$ cat src/rtl/dtif_pkg.sv
package dtif_pkg;

    typedef enum logic [1:0] {
        FUNC_TICK  = 2'd0,
        FUNC_READ  = 2'd1,
        FUNC_WRITE = 2'd2
    } func_e;

    localparam logic [15:0] ADDR_DIV  = 16'hff04;
    localparam logic [15:0] ADDR_TIMA = 16'hff05;
    localparam logic [15:0] ADDR_TMA  = 16'hff06;
    localparam logic [15:0] ADDR_TAC  = 16'hff07;
    localparam logic [15:0] ADDR_IF   = 16'hff0f;
    localparam logic [15:0] ADDR_IE   = 16'hffff;

    localparam int unsigned TICK_W   = 10;
    localparam int unsigned TAC_W    = 3;
    localparam logic [2:0]  TAC_MASK = 3'h7;

    // Timer select codes in the low bits of TAC.
    localparam logic [1:0] TAC_SEL_1024 = 2'd0;
    localparam logic [1:0] TAC_SEL_16   = 2'd1;
    localparam logic [1:0] TAC_SEL_64   = 2'd2;
    localparam logic [1:0] TAC_SEL_256  = 2'd3;

    localparam logic [TICK_W-1:0] MASK_1024 = TICK_W'(1024 - 1);
    localparam logic [TICK_W-1:0] MASK_16   = TICK_W'(16 - 1);
    localparam logic [TICK_W-1:0] MASK_64   = TICK_W'(64 - 1);
    localparam logic [TICK_W-1:0] MASK_256  = TICK_W'(256 - 1);

    localparam int unsigned IRQ_TIMER_BIT = 2;

    typedef struct packed {
        logic [1:0]  func;
        logic [15:0] address;
        logic [7:0]  write_data;
    } req_t;

    typedef struct packed {
        logic [7:0] read_data;
        logic       address_hit;
        logic       timer_irq_flag;
    } rsp_t;

endpackage

$ cat src/rtl/dtif_core.sv
module dtif_core
    import dtif_pkg::*;
(
    input  logic clk,
    input  logic rst_n,
    input  logic fire,
    input  req_t item,
    output rsp_t result
);

    logic [TICK_W-1:0] tick_counter_reg, tick_counter_next;
    logic [7:0]        divider_reg, divider_next;
    logic [7:0]        timer_count_reg, timer_count_next;
    logic [7:0]        timer_reload_reg, timer_reload_next;
    logic [TAC_W-1:0]  timer_control_reg, timer_control_next;
    logic [7:0]        irq_flags_reg, irq_flags_next;
    logic [7:0]        irq_enables_reg, irq_enables_next;

    logic [TICK_W-1:0] period_mask;
    logic              timer_step;
    logic              is_tick;
    logic [7:0]        rdata;
    logic              hit;

    assign is_tick = (item.func == FUNC_TICK);

    always_comb
    begin
        unique case (timer_control_reg[1:0])
            TAC_SEL_1024: period_mask = MASK_1024;
            TAC_SEL_16:   period_mask = MASK_16;
            TAC_SEL_64:   period_mask = MASK_64;
            TAC_SEL_256:  period_mask = MASK_256;
            default:      period_mask = MASK_1024;
        endcase
    end

    assign timer_step = timer_control_reg[2] && ((tick_counter_reg & period_mask) == '0);

    always_comb
    begin
        tick_counter_next  = tick_counter_reg;
        divider_next       = divider_reg;
        timer_count_next   = timer_count_reg;
        timer_reload_next  = timer_reload_reg;
        timer_control_next = timer_control_reg;
        irq_flags_next     = irq_flags_reg;
        irq_enables_next   = irq_enables_reg;
        rdata              = '0;
        hit                = 1'b0;

        unique case (item.func)
            FUNC_TICK:
            begin
                if (tick_counter_reg[7:0] == 8'h00)
                begin
                    divider_next = divider_reg + 8'd1;
                end
                if (timer_step)
                begin
                    if (timer_count_reg == 8'hff)
                    begin
                        timer_count_next              = timer_reload_reg;
                        irq_flags_next[IRQ_TIMER_BIT] = 1'b1;
                    end
                    else
                    begin
                        timer_count_next = timer_count_reg + 8'd1;
                    end
                end
                tick_counter_next = tick_counter_reg + TICK_W'(1);
            end
            FUNC_READ:
            begin
                hit = 1'b1;
                unique case (item.address)
                    ADDR_DIV:  rdata = divider_reg;
                    ADDR_TIMA: rdata = timer_count_reg;
                    ADDR_TMA:  rdata = timer_reload_reg;
                    ADDR_TAC:  rdata = {5'd0, timer_control_reg};
                    ADDR_IF:   rdata = irq_flags_reg;
                    ADDR_IE:   rdata = irq_enables_reg;
                    default:   hit   = 1'b0;
                endcase
            end
            FUNC_WRITE:
            begin
                hit = 1'b1;
                unique case (item.address)
                    ADDR_DIV:  divider_next       = item.write_data;
                    ADDR_TIMA: timer_count_next   = item.write_data;
                    ADDR_TMA:  timer_reload_next  = item.write_data;
                    ADDR_TAC:  timer_control_next = item.write_data[2:0] & TAC_MASK;
                    ADDR_IF:   irq_flags_next     = item.write_data;
                    ADDR_IE:   irq_enables_next   = item.write_data;
                    default:   hit                = 1'b0;
                endcase
            end
            default:
            begin
                hit = 1'b0;
            end
        endcase
    end

    // The flag reported is the one left behind after this word is applied.
    assign result.read_data      = rdata;
    assign result.address_hit    = hit;
    assign result.timer_irq_flag = irq_flags_next[IRQ_TIMER_BIT];

    always_ff @(posedge clk or negedge rst_n)
    begin
        if (!rst_n)
        begin
            tick_counter_reg  <= '0;
            divider_reg       <= '0;
            timer_count_reg   <= '0;
            timer_reload_reg  <= '0;
            timer_control_reg <= '0;
            irq_flags_reg     <= '0;
            irq_enables_reg   <= '0;
        end
        else if (fire)
        begin
            tick_counter_reg  <= tick_counter_next;
            divider_reg       <= divider_next;
            timer_count_reg   <= timer_count_next;
            timer_reload_reg  <= timer_reload_next;
            timer_control_reg <= timer_control_next;
            irq_flags_reg     <= irq_flags_next;
            irq_enables_reg   <= irq_enables_next;
        end
    end

    a_idle_holds_counter: assert property (@(posedge clk) disable iff (!rst_n)
        !fire |=> $stable(tick_counter_reg))
        else $error("tick counter moved without a word");

    a_tick_advances: assert property (@(posedge clk) disable iff (!rst_n)
        fire && is_tick |=> tick_counter_reg == $past(tick_counter_reg) + TICK_W'(1))
        else $error("tick counter did not advance on a tick");

    a_timer_disabled: assert property (@(posedge clk) disable iff (!rst_n)
        fire && is_tick && !timer_control_reg[2] |=> $stable(timer_count_reg))
        else $error("timer counted while disabled");

    a_overflow_irq: assert property (@(posedge clk) disable iff (!rst_n)
        fire && is_tick && timer_step && timer_count_reg == 8'hff
        |=> irq_flags_reg[IRQ_TIMER_BIT] && timer_count_reg == $past(timer_reload_reg))
        else $error("timer overflow did not reload and raise the flag");

endmodule

$ cat src/rtl/divider_timer_with_irq_flags_top.sv
// Channel   Direction  Handshake              Word
// req       in         req_valid / req_stall  func, address, write_data
// rsp       out        rsp_valid / rsp_stall  read_data, address_hit, timer_irq_flag
//
// One word is accepted per cycle while req_stall is low; each result becomes valid once its word
// has passed through the input register and then the result register around the core.
// Reset is asynchronous and active low; it clears all timer state and valid bits.
// A stall on rsp holds the result register and, once the input register is also
// full, raises req_stall in the same cycle.
module divider_timer_with_irq_flags_top
    import dtif_pkg::*;
(
    input  logic clk,
    input  logic rst_n,
    input  logic req_valid,
    output logic req_stall,
    input  req_t req,
    output logic rsp_valid,
    input  logic rsp_stall,
    output rsp_t rsp
);

    logic stage_valid_reg;
    req_t stage_reg;
    logic rsp_valid_reg;
    rsp_t rsp_reg;

    logic advance;
    logic req_fire;
    logic core_fire;
    rsp_t core_result;

    assign advance   = !rsp_valid_reg || !rsp_stall;
    assign req_stall = stage_valid_reg && !advance;
    assign req_fire  = req_valid && !req_stall;
    assign core_fire = stage_valid_reg && advance;

    dtif_core u_core (
        .clk    (clk),
        .rst_n  (rst_n),
        .fire   (core_fire),
        .item   (stage_reg),
        .result (core_result)
    );

    always_ff @(posedge clk or negedge rst_n)
    begin
        if (!rst_n)
        begin
            stage_valid_reg <= 1'b0;
            rsp_valid_reg   <= 1'b0;
        end
        else
        begin
            if (!stage_valid_reg || advance)
            begin
                stage_valid_reg <= req_valid;
            end
            if (advance)
            begin
                rsp_valid_reg <= stage_valid_reg;
            end
        end
    end

    always_ff @(posedge clk)
    begin
        if (req_fire)
        begin
            stage_reg <= req;
        end
        if (core_fire)
        begin
            rsp_reg <= core_result;
        end
    end

    assign rsp_valid = rsp_valid_reg;
    assign rsp       = rsp_reg;

endmodule

$ cat config.mk
export PLATFORM = sky130hd
export DESIGN_NAME = divider_timer_with_irq_flags_top
export DESIGN_NICKNAME = d
export VERILOG_FILES = /design/src/rtl/dtif_pkg.sv /design/src/rtl/dtif_core.sv /design/src/rtl/divider_timer_with_irq_flags_top.sv
export SDC_FILE = /design/constraint.sdc
export NUM_CORES = 1
export LEC_CHECK = 0
export ABC_AREA = 1
export BUFFER_PORTS_ARGS = -buffer_cell sky130_fd_sc_hd__clkbuf_2
export CAP_MARGIN = 5
export CORE_MARGIN = 2
export CORE_UTILIZATION = 45
export DETAILED_ROUTE_END_ITERATION = 16
export GPL_TIMING_DRIVEN = 0
export REMOVE_ABC_BUFFERS = 1
export SLEW_MARGIN = 20
export SYNTH_ARGS = -nofsm -noshare
export SYNTH_HDL_FRONTEND = slang
export SYNTH_SLANG_ARGS = --single-unit
$ cat constraint.sdc
create_clock -name clk -period 2 [get_ports clk]
set_input_delay 0.1 -clock clk [delete_from_list [all_inputs] [get_ports clk]]
set_output_delay 0.1 -clock clk [all_outputs]
set_load 0.02 [all_outputs]
==> impl_metrics.py <==
metrics = {
    "critical_path": {
        "worst-path-max-fanout": 16,
        "reg2reg_slack_ns": 0.14,
        "worst_ep_arrival_time_ns": 2.15,
        "crit_path_end_kind": "register",
        "reg2reg_to": "u_core.timer_count_reg[5]",
        "path_class": "register to register",
        "rr_worst_depth": 8,
        "cp-start-kind": "register",
        "rr_startpoint": "stage_reg[24]",
        "cp.required_ns": 2.29,
    },
    "global_routing": {
        "antenna_found_initial": 0,
        "grt_max_degree": 32,
        "grt_overflow": 0,
        "grt_pass1_vias": 3453,
        "track_usage_pct": 19.58,
        "grt_pass1_wl_mm": 16.87,
    },
    "pwr": {
        "p_leak_nw": 2.548,
        "finalPower_mw": 4.544,
        "p_per_area_nw_per_um2": 819.9,
        "vdd_ir_drop_max_uv": 403.4,
    },
    "floorplan": {
        "io_pins": 42,
        "die_h_um": 104.9,
        "die_w_um": 104.9,
        "core_um2": 9819,
        "initial_core_util_pct": 46.67,
        "row_count": 36,
        "dieArea_um2": 11010,
    },
    "timing": {
        "holdWs_ns": 0.2024,
        "slew_headroom_pct": 33.12,
        "final-max-slew-violation-count": 0,
        "hold_viol_final": 0,
        "timing.final.crit_period_ns": 1.860,
        "max_freq_mhz": 537.5,
        "fin_skew_ns": 0.01607,
        "setup_ws_ns": 0.1396,
        "tightest_slew_ns": 1.002,
        "post-route-period-util_pct": 93.02,
        "setup_viol": 0,
    },
    "synthesis": {
        "synth_edf_count": 36,
        "yosys.cell_count.top_type": "nand2_1",
        "postSynthCellCount": 515,
        "yosysSeqAreaShare_pct": 53.62,
        "yosysTopAreaCell": "dfrtp_1",
        "synth-async-reset-ratio_pct": 60.44,
        "avgSynthCellArea_um2": 8.899,
        "synthDistinctLibCells": 32,
        "netlist_area_um2": 4583,
        "ys_warn_count": 0,
        "synth_common_cells": "nand2_1, dfrtp_1, inv_1, nand3_1, edfxtp_1",
        "yosysTopAreaCellShare_pct": 30.03,
        "yosys-top-cells-area": "dfrtp_1, edfxtp_1, nand2_1",
        "ys_ff_latch": 91,
        "synth_flop_cell": "dfrtp_1",
    },
    "routing": {
        "wl_met3_um": 565,
        "met2_length_mm": 4.749,
        "vias": 3720,
        "wl_met1_mm": 4.932,
        "ant_nets": 0,
        "vias_per_cell": 5.075,
        "drt-wirelength-per-cell_um": 14.14,
        "drc": 0,
        "firstDrtPassIters": 5,
        "top_layer_used": "met4",
        "drt_iter0_markers": 287,
        "postRouteWirelength_mm": 10.36,
    },
    "cts": {
        "clk_latency_ns": 0.37,
        "cts_tree": "yes",
        "clock-sinks": 91,
        "cts.reportedPaths.clkPinSlew_ns": 0.10,
        "cts_root_buf": "clkbuf_8",
        "cts_buffer_depth": 2,
        "cts_buffers": 9,
        "htreeDepth": 3,
    },
    "placement": {
        "port_buffers": 41,
        "pre_cts_slack_ns": -0.5827,
        "post-dp-hpwl_mm": 7.190,
        "gp_congestion": 0.9033,
    },
    "cells_and_area": {
        "largest_reg_flops": 26,
        "drive_gt1_share_pct": 19.67,
        "nets": 634,
        "fin_util_pct": 56.45,
        "area_growth_syn_to_layout_pct": 20.94,
        "n_antenna_cell": 0,
    },
    "outcome": {
        "status": "finished clean",
    },
    "min_path": {
        "hold_class": "input pin to async pin",
    },
    "job": {
        "cap_viol_max_count": 0,
    },
}
cells by family after synthesis:
group                      synth area share [%]
AOI/OAI and AO/OA                         9.145
xor gates and xnor gates                  2.102
adders and majority gates                 2.457
buffers and inverters                     5.678
DFF                                       53.62
and+or+nand+nor                           27.00
cell usage in the layout (no fill, tap or decap), types with 9 or more instances in the layout:
cell type / Yosys / routed
nand3_1: 40 / 38
nand2_1: 160 / 160
dlygate4sd3_1: 0 / 29
nand4_1: 14 / 14
nor2_1: 30 / 30
a21oi_1: 13 / 12
dfrtp_1: 55 / 55
o21ai_1: 23 / 23
clkbuf_2: 0 / 40
inv_1: 42 / 41
o21ai_0: 10 / 10
o21ai_2: 13 / 13
edfxtp_1: 36 / 36
buf_4: 0 / 9
clkbuf_8: 0 / 9
power by group:
part           internal [mW]  switching, mW  total (mW)  leakage (nW)
clock network          0.466          0.694        1.16        0.0877
registers               2.20          0.282        2.49          1.09
logic                  0.375          0.523       0.897          1.38
total                   3.05           1.50        4.54          2.55
how the worst max path moves through the flow:
stage	from	end	slack (ns)	cells after the start
after floorplan	stage_reg[24]	u_core.irq_flags_reg[0]	0.04	7
after global placement	stage_reg[24]	u_core.irq_flags_reg[6]	-0.56	7
after detailed placement	stage_reg[24]	u_core.irq_flags_reg[7]	-0.58	7
after CTS	stage_reg[24]	u_core.timer_reload_reg[7]	-0.04	7
after global routing	stage_reg[24]	u_core.timer_count_reg[2]	-0.0005	8
final	stage_reg[24]	u_core.timer_count_reg[5]	0.14	8
metrics by stage:
stage          instance area, µm²    TNS (ns)  instances
2_1_floorplan                4511           0        502
3_3_place_gp                 4882      -16.06        676
3_5_place_dp                 4905      -17.68        677
4_1_cts                      5404     -0.3900        723
5_1_grt                      5543  -0.0004972        733
6_report                     5543           0        733
worst max-delay path, stage by stage, from the launching register on:
cell and delay, ns:
edfxtp_1 0.41, inv_1 0.13, ha_4 0.28, inv_2 0.20, a21oi_4 0.26, nand2_1 0.12
nor2_4 0.21, nand2_1 0.09, nand2_1 0.08
what timing repair did:
item                                   4_1_cts  5_1_grt
setup buffers                                0       10
endpoints found under the hold margin       52        0
pin swaps                                    2        3
hold buffers                                29        0
gates cloned                                 1        0
setup endpoints to repair                   51       51
resized for setup                            5        9
layer usage:
layer | up-vias | global-route usage [%]
li1 | 1853 | -
met1 | 1745 | 28.07
met2 | 111 | 30.57
met3 | 11 | 3.493
met4 | 0 | 5.619
met5 | - | 0
layout make-up:
class | instances | area, µm²
Timing Repair Buffer | 81 | 605.6
Fill cell | 926 | 4277
Inverter | 50 | 191.4
Clock inverter | 6 | 47.55
Tap cell | 133 | 166.4
Multi-Input combinational cell | 362 | 1947
Clock buffer | 10 | 127.6
Sequential cell | 91 | 2457
Power figures use the tool's default switching activity.
